$ cat config.mk
export PLATFORM = sky130hd
export DESIGN_NAME = delivery_ack_timeout_tracker
export DESIGN_NICKNAME = d
export VERILOG_FILES = /design/src/rtl/core/dat_pkg.sv /design/src/rtl/core/dat_cell.sv /design/src/rtl/core/delivery_ack_timeout_tracker.sv
export SDC_FILE = /design/constraint.sdc
export NUM_CORES = 2
export LEC_CHECK = 0
export ABC_AREA = 0
export BUFFER_PORTS_ARGS = -buffer_cell sky130_fd_sc_hd__buf_2
export CORE_ASPECT_RATIO = 1.75
export CORE_MARGIN = 3
export CORE_UTILIZATION = 60
export DETAILED_ROUTE_END_ITERATION = 8
export MAX_ROUTING_LAYER = met4
export PLACE_DENSITY = 0.75
export RECOVER_POWER = 25
export SLEW_MARGIN = 20
export SYNTH_ARGS = -nofsm -noshare
export SYNTH_HDL_FRONTEND = slang
export SYNTH_SLANG_ARGS = --single-unit
$ cat constraint.sdc
create_clock -name clk -period 7 [get_ports clk]
set_input_delay 0.7 -clock clk [delete_from_list [all_inputs] [get_ports clk]]
set_output_delay 0.7 -clock clk [all_outputs]
set_load 0.01 [all_outputs]
$ cat src/rtl/core/dat_pkg.sv
// Shared types and codes for the delivery ack timeout tracker.
`timescale 1ns / 1ps
package dat_pkg;

  localparam logic [1:0] OP_SEND  = 2'd0;
  localparam logic [1:0] OP_ACK   = 2'd1;
  localparam logic [1:0] OP_SWEEP = 2'd2;

  localparam logic [1:0] KIND_ASSIGNED = 2'd0;
  localparam logic [1:0] KIND_SUCCESS  = 2'd1;
  localparam logic [1:0] KIND_FAILURE  = 2'd2;
  localparam logic [1:0] KIND_FULL     = 2'd3;

  localparam int unsigned MAX_RESULTS = 16;
  localparam int unsigned CNT_W       = $clog2(MAX_RESULTS);

  localparam logic [31:0] TIMEOUT_RESET = 32'd200;

  typedef struct packed {
    logic set;
    logic clr;
    logic load_mark;
    logic walk;
    logic kill;
  } dat_cmd_t;

endpackage

$ cat src/rtl/core/dat_cell.sv
// One table slot: pending flag, start time, expiry mark and sweep token.
`timescale 1ns / 1ps
module dat_cell
  import dat_pkg::*;
(
  input  logic        clk,
  input  logic        rst_n,
  input  dat_cmd_t    cmd,
  input  logic        sel,
  input  logic [31:0] now,
  input  logic [31:0] timeout,
  input  logic        token_in,
  output logic        valid,
  output logic        token,
  output logic        hit,
  output logic        rest
);

  logic        valid_r, valid_nxt;
  logic        mark_r, mark_nxt;
  logic        token_r, token_nxt;
  logic [31:0] start_r, start_nxt;
  logic [31:0] elapsed;

  assign elapsed = now - start_r;
  assign valid   = valid_r;
  assign token   = token_r;
  assign hit     = token_r & mark_r;
  assign rest    = mark_r & ~token_r;

  always_comb begin
    valid_nxt = valid_r;
    mark_nxt  = mark_r;
    token_nxt = token_r;
    start_nxt = start_r;
    if (cmd.set && sel) begin
      valid_nxt = 1'b1;
      start_nxt = now;
    end
    if (cmd.clr && sel) begin
      valid_nxt = 1'b0;
    end
    if (cmd.load_mark) begin
      mark_nxt  = valid_r && (elapsed > timeout);
      token_nxt = sel;
    end else if (cmd.walk) begin
      // pass the token on; the holder drops its entry when it reports
      token_nxt = token_in;
      if (hit) valid_nxt = 1'b0;
      mark_nxt = cmd.kill ? 1'b0 : rest;
    end
  end

  always_ff @(posedge clk) begin
    if (!rst_n) begin
      valid_r <= 1'b0;
      mark_r  <= 1'b0;
      token_r <= 1'b0;
    end else begin
      valid_r <= valid_nxt;
      mark_r  <= mark_nxt;
      token_r <= token_nxt;
    end
    start_r <= start_nxt;
  end

endmodule

$ cat src/rtl/core/delivery_ack_timeout_tracker.sv
// Top level of the delivery ack timeout tracker: sequencing, ack match and sweep walk.
//
//   channel  handshake            payload
//   input    start & !busy        in_op, in_ack_seq, in_current_time
//   result   out_valid strobe     out_kind, out_seq_number, out_last
//   config   cfg_valid/cfg_ready  cfg_data (timeout_ticks)
//
// Send and ack may follow each other every cycle while busy is low;
// the result appears on the cycle after the input beat.
// A sweep first marks the expired slots, then the token walks the row of
// cells one slot a cycle, oldest first; busy is high while it walks and each
// failure appears in the cycle after its slot is visited.
// Synchronous reset clears all slots at once; no clearing pass is needed.
// The result side cannot stall; cfg_ready is always high.
`timescale 1ns / 1ps
module delivery_ack_timeout_tracker
  import dat_pkg::*;
#(
  parameter int unsigned WINDOW = 16
) (
  input  logic        clk,
  input  logic        rst_n,
  input  logic        start,
  output logic        busy,
  input  logic [1:0]  in_op,
  input  logic [31:0] in_ack_seq,
  input  logic [31:0] in_current_time,
  output logic        out_valid,
  output logic [1:0]  out_kind,
  output logic [31:0] out_seq_number,
  output logic        out_last,
  input  logic        cfg_valid,
  output logic        cfg_ready,
  input  logic [31:0] cfg_data
);

  localparam int unsigned IDX_W = (WINDOW > 1) ? $clog2(WINDOW) : 1;
  localparam int unsigned SUM_W = IDX_W + 1;

  logic [31:0]      timeout_r;
  logic [31:0]      next_seq_r, next_seq_nxt;
  logic [IDX_W-1:0] next_slot_r, next_slot_nxt;
  logic             sweeping_r, sweeping_nxt;
  logic [31:0]      walk_seq_r, walk_seq_nxt;
  logic [CNT_W-1:0] cnt_r, cnt_nxt;

  logic             out_valid_r, out_valid_nxt;
  logic [1:0]       out_kind_r, out_kind_nxt;
  logic [31:0]      out_seq_r, out_seq_nxt;
  logic             out_last_r, out_last_nxt;

  logic             accept;
  dat_cmd_t         cmd;
  logic [IDX_W-1:0] sel_idx;
  logic [IDX_W-1:0] ack_slot;
  logic [SUM_W-1:0] ack_sum;
  logic [31:0]      ack_age;
  logic             ack_in_win;
  logic             slot_busy;
  logic             ack_match;
  logic             any_hit, any_rest, last_hit;

  logic [WINDOW-1:0] sel_vec, valid_vec, token_vec, hit_vec, rest_vec, token_in_vec;

  assign accept    = start && !busy;
  assign busy      = sweeping_r;
  assign cfg_ready = 1'b1;

  // pending seqs have ages 1..WINDOW, so the slot follows from the age
  assign ack_age    = next_seq_r - in_ack_seq;
  assign ack_in_win = (ack_age != 32'd0) && (ack_age <= 32'(WINDOW));
  assign ack_sum    = SUM_W'(next_slot_r) + SUM_W'(WINDOW) - ack_age[SUM_W-1:0];
  assign ack_slot   = (ack_sum >= SUM_W'(WINDOW)) ? IDX_W'(ack_sum - SUM_W'(WINDOW))
                                                  : IDX_W'(ack_sum);

  assign sel_idx   = (in_op == OP_ACK) ? ack_slot : next_slot_r;
  assign slot_busy = valid_vec[next_slot_r];
  assign ack_match = ack_in_win && valid_vec[ack_slot];

  assign any_hit  = |hit_vec;
  assign any_rest = |rest_vec;
  assign last_hit = any_hit && (!any_rest || (cnt_r == CNT_W'(MAX_RESULTS - 1)));

  always_comb begin
    cmd.set       = accept && (in_op == OP_SEND) && !slot_busy;
    cmd.clr       = accept && (in_op == OP_ACK) && ack_match;
    cmd.load_mark = accept && (in_op == OP_SWEEP);
    cmd.walk      = sweeping_r;
    cmd.kill      = last_hit;
  end

  genvar gi;
  generate
    for (gi = 0; gi < WINDOW; gi++) begin : g_cell
      assign sel_vec[gi]      = (sel_idx == IDX_W'(gi));
      assign token_in_vec[gi] = token_vec[(gi + WINDOW - 1) % WINDOW];
      dat_cell u_cell (
        .clk      (clk),
        .rst_n    (rst_n),
        .cmd      (cmd),
        .sel      (sel_vec[gi]),
        .now      (in_current_time),
        .timeout  (timeout_r),
        .token_in (token_in_vec[gi]),
        .valid    (valid_vec[gi]),
        .token    (token_vec[gi]),
        .hit      (hit_vec[gi]),
        .rest     (rest_vec[gi])
      );
    end
  endgenerate

  always_comb begin
    next_seq_nxt  = next_seq_r;
    next_slot_nxt = next_slot_r;
    sweeping_nxt  = sweeping_r;
    walk_seq_nxt  = walk_seq_r;
    cnt_nxt       = cnt_r;
    out_valid_nxt = 1'b0;
    out_kind_nxt  = out_kind_r;
    out_seq_nxt   = out_seq_r;
    out_last_nxt  = out_last_r;
    if (sweeping_r) begin
      walk_seq_nxt = walk_seq_r + 32'd1;
      sweeping_nxt = any_rest && !last_hit;
      if (any_hit) begin
        out_valid_nxt = 1'b1;
        out_kind_nxt  = KIND_FAILURE;
        out_seq_nxt   = walk_seq_r;
        out_last_nxt  = last_hit;
        cnt_nxt       = cnt_r + CNT_W'(1);
      end
    end else if (accept) begin
      case (in_op)
        OP_SEND: begin
          out_valid_nxt = 1'b1;
          out_seq_nxt   = next_seq_r;
          out_last_nxt  = 1'b1;
          if (slot_busy) begin
            out_kind_nxt = KIND_FULL;
          end else begin
            out_kind_nxt  = KIND_ASSIGNED;
            next_seq_nxt  = next_seq_r + 32'd1;
            next_slot_nxt = (next_slot_r == IDX_W'(WINDOW - 1)) ? '0
                                                                : next_slot_r + IDX_W'(1);
          end
        end
        OP_ACK: begin
          if (ack_match) begin
            out_valid_nxt = 1'b1;
            out_kind_nxt  = KIND_SUCCESS;
            out_seq_nxt   = in_ack_seq;
            out_last_nxt  = 1'b1;
          end
        end
        OP_SWEEP: begin
          // start at the oldest slot; walk only if some slot is pending
          sweeping_nxt = |(valid_vec);
          walk_seq_nxt = next_seq_r - 32'(WINDOW);
          cnt_nxt      = '0;
        end
        default: begin
        end
      endcase
    end
  end

  always_ff @(posedge clk) begin
    if (!rst_n) begin
      timeout_r   <= TIMEOUT_RESET;
      next_seq_r  <= '0;
      next_slot_r <= '0;
      sweeping_r  <= 1'b0;
      cnt_r       <= '0;
      out_valid_r <= 1'b0;
    end else begin
      if (cfg_valid && cfg_ready) timeout_r <= cfg_data;
      next_seq_r  <= next_seq_nxt;
      next_slot_r <= next_slot_nxt;
      sweeping_r  <= sweeping_nxt;
      cnt_r       <= cnt_nxt;
      out_valid_r <= out_valid_nxt;
    end
    walk_seq_r <= walk_seq_nxt;
    out_kind_r <= out_kind_nxt;
    out_seq_r  <= out_seq_nxt;
    out_last_r <= out_last_nxt;
  end

  assign out_valid      = out_valid_r;
  assign out_kind       = out_kind_r;
  assign out_seq_number = out_seq_r;
  assign out_last       = out_last_r;

endmodule

==> metrics.txt <==
antenna violations before repair 4; clock latency on the worst-skew pair 0.69 ns; dpl ws 0.4254 ns; met2 usage 61.23%; CP Max Fanout 17; Main synth FF type edfxtp_1; outcome complete, but fails checks; htree depth 3; EDFF count, synth 579; crit path max-delay cell type clkbuf_1; Synth Cell Area 62,700 sq um; CTS root buffer clkbuf_16; CP Capture Type flip-flop; Max Slew Vio Count 211; Ys Warns 0; Sink Count 701; DIE AREA 108,600 sq um; routing usage on met3 4.473%; CP Cell Sequence clkbuf_1, buf_4, ha_1, and2_1, a31oi_1, a221o_1, o21ai_1, o31ai_1, buf_4, o31ai_1, a41oi_1, mux2i_1, or4_1, ha_1, nand4_1, nor4_1, o21ai_0, a31oi_1, nor3_1, o21ai_0; number of synthesized register bits 701; Syn Inst Count 6,749; # fillers 8,618; Yosys cell types 90; vias per std cell 6.355; startpoint types primary input; placed wire-length estimate 147,200 microns; Pwr Density 173.2 nW/um^2; Final Wtd Congestion 1.022; DR vias 53,390; final critical path time including I/O delays and setup 6.586 ns; gr usage total 36.25%; Setup Buffers After CTS 0; final net count 8,164; Fin. Hold Viols 0; Final Non-Filler Cells 8,402; Num CTS Buffers 74; first-iteration detailed-routing DRC count 3,802; minimum setup slack in the final design 0.4141 ns; die width 250.4 microns; RSZ-0062 raised after global routing no; Core ar. 103,400 sq um; GRT busiest layer met2; total power 11,840 uW; Max-slew headroom -52.88%; Hold WC Path Type primary input to flip-flop; HP Start cfg_data[21]; crit share post-route 94.08%; post-cts sizing count 0; # placed instances 8,255; I/O pin cnt 140; Mapped Avg Cell Area 9.290 sq um; Clock transition at path regs 0.06 ns; Worst VDD drop 0.2263 mV; Setup CP Type primary input to flip-flop; crit path from in_current_time[3]; largest stage delay on the critical path 1.02 ns; met1 Use GR 39.49%; max_cap viols 13; crit path DAT 7.21 ns; failing checks max-capacitance violations, max-slew violations; worst-case hold slack 0.2704 ns; slew at the pin with the worst max-slew slack 2.293 ns; CTS Hold Bufs 0; global-route wire length before repair 296,500 microns; Net Count, Synth 7,917; TNS Setup 0 ns; FFs w/ async S/R, synth 0%; reg2reg start g_cell[15].u_cell.start_r[1]$_DFFE_PP_; Pleak 0.03027 uW; vias in the first global route 52,710; Std-Cell Rows 156; Clock Path Buffers 3; P&R area growth vs syn 9.094%; pin count of the biggest net entering global routing 85; Starting Density 60.60%; Max Freq 151.8 MHz; fraction of layout cells with a size suffix above 1 5.711%; gr ovfl total 0; Seq/Total Area, Yosys 31.63%; Residual DRC 0; Die Height 433.6 microns; Routed Antenna Nets 0; port buffer count 138; CTS tree done; Clock Skews 0.02767 ns; area of the multi-input gates 39,950 sq um; drt first pass iters 8; endpoints failing setup 0; wire per inst 23.19 microns; Routed WL 194,900 microns; register area 19,830 sq um; Worst EP required 7.62 ns
## worst paths after layout
path / to / slack [ns] / cells after the start
min: timeout_r[21]$_SDFFE_PN0P_ / 0.27 / 3
min reg2reg: timeout_r[6]$_SDFFE_PN1P_ / 0.49 / 2
max: g_cell[15].u_cell.mark_r$_SDFFE_PN0P_ / 0.41 / 20
max reg2reg: g_cell[15].u_cell.mark_r$_SDFFE_PN0P_ / 1.06 / 20
## synthesized netlist by cell type (31+ instances only)
cell type  instances  area, sq um
a21oi_1          539         2698
nand2b_1         142        888.4
mux2i_1           61        610.6
o21ai_0          326         1632
xor2_1           169         1480
nor4_1            38        237.7
ha_1            1048        13110
nand2_1          318         1194
and2_1            56        350.3
o21ai_1           44        220.2
nand3_1          135        675.7
o31ai_1           31        232.7
nor2b_1          191         1195
a21o_1           329         2470
edfxtp_1         579        17390
and3_1            74        462.9
nand4_1          157        982.2
nor2_1           369         1385
o211ai_1          64        480.5
or3_1             32        200.2
o21a_1           114        855.8
o21bai_1          69        518.0
inv_1            699         2624
nor3_1            95        475.5
clkbuf_1          78        292.8
a211oi_1          35        262.8
dfxtp_1          122         2442
xnor2_1          373         3267
a31oi_1           62        387.9
## routing by layer
| layer | vias to the layer above | part of all wire (%) |
|---|---|---|
| met3 | 795 | 6.2 |
| met2 | 1994 | 48 |
| met5 | - | 0 |
| met4 | 0 | 8.9 |
| met1 | 25370 | 37 |
| li1 | 25230 | - |
## per-stage QoR
stage               cell area, sq um  utilization, %
floorplan                      62700               -
global placement               65810           63.62
detailed placement             65810           63.62
CTS                            68340           66.06
global route                   68390           66.11
finish                         68400           66.12
## cell usage in the layout (no fill, tap or decap), types with 21 or more instances in the layout
| cell | n |
|---|---|
| nor2_1 | 353 |
| o211a_1 | 22 |
| clkbuf_16 | 80 |
| nand3_1 | 135 |
| and3_1 | 74 |
| xor2_1 | 169 |
| buf_4 | 97 |
| nor3_1 | 95 |
| o31a_1 | 23 |
| a21oi_1 | 539 |
| or3_1 | 32 |
| o21bai_1 | 69 |
| inv_1 | 699 |
| o21ai_0 | 326 |
| a21boi_0 | 21 |
| clkbuf_1 | 61 |
| o31ai_1 | 31 |
| and2_1 | 56 |
| xnor2_1 | 373 |
| o21ai_1 | 44 |
| nor2b_1 | 191 |
| nor4_1 | 38 |
| buf_2 | 110 |
| nand4_1 | 157 |
| mux2i_1 | 61 |
| a21o_1 | 329 |
| a211oi_1 | 35 |
| o21a_1 | 114 |
| nand2b_1 | 141 |
| o211ai_1 | 64 |
| ha_1 | 1048 |
| edfxtp_1 | 579 |
| dfxtp_1 | 121 |
| a31oi_1 | 62 |
| nand2_1 | 317 |
## state kept, by name, summed over array words and instances (netlist names), 2 cells and up
| register | cells |
|---|---|
| g_cell.u_cell.valid | 16 |
| next_slot_r | 4 |
| g_cell.u_cell.token | 16 |
| timeout_r | 32 |
| cnt_r | 4 |
| out_kind | 2 |
| next_seq_r | 32 |
| out_seq_number | 32 |
| g_cell.u_cell.mark_r | 16 |
| g_cell.u_cell.start_r | 512 |
| walk_seq_r | 32 |
## final cells by class
type / instances / area share, %
inverters: 704 / 3.864
multi-input cells: 5246 / 58.42
flip-flops and latches: 701 / 29.00
well taps: 1343 / 2.457
diodes: 3 / 0.01098
repair buffers: 269 / 2.563
clock inverters: 37 / 0.5598
clock buffers: 99 / 3.134
## logic make-up (layout without fill, tap and decap cells)
logic type,Yosys count,count (layout),synth area share [%]
flops,701,701,31.63
compound gates,1879,1879,19.31
mux,72,72,1.333
xor+xnor,542,542,7.572
fa+ha+maj,1066,1066,21.49
simple gates,1686,1686,13.82
other cells,1,4,0.005981
buf+inv,802,1109,4.844
## where the power goes
part           switching [uW]  internal, uW  total (uW)
Clock                    1840          2420        4260
Combinational            1770          1240        3010
Sequential               25.1          4550        4570
Total                    3640          8210       11800
## worst max-delay path: cells and delay by family
kind	cells	cell delay, ns
compound gates	9	2.52
fa+ha+maj	2	0.49
buf+inv	3	1.50
mux	1	0.15
simple gates	5	1.83
(Power assumes the default switching activity.)
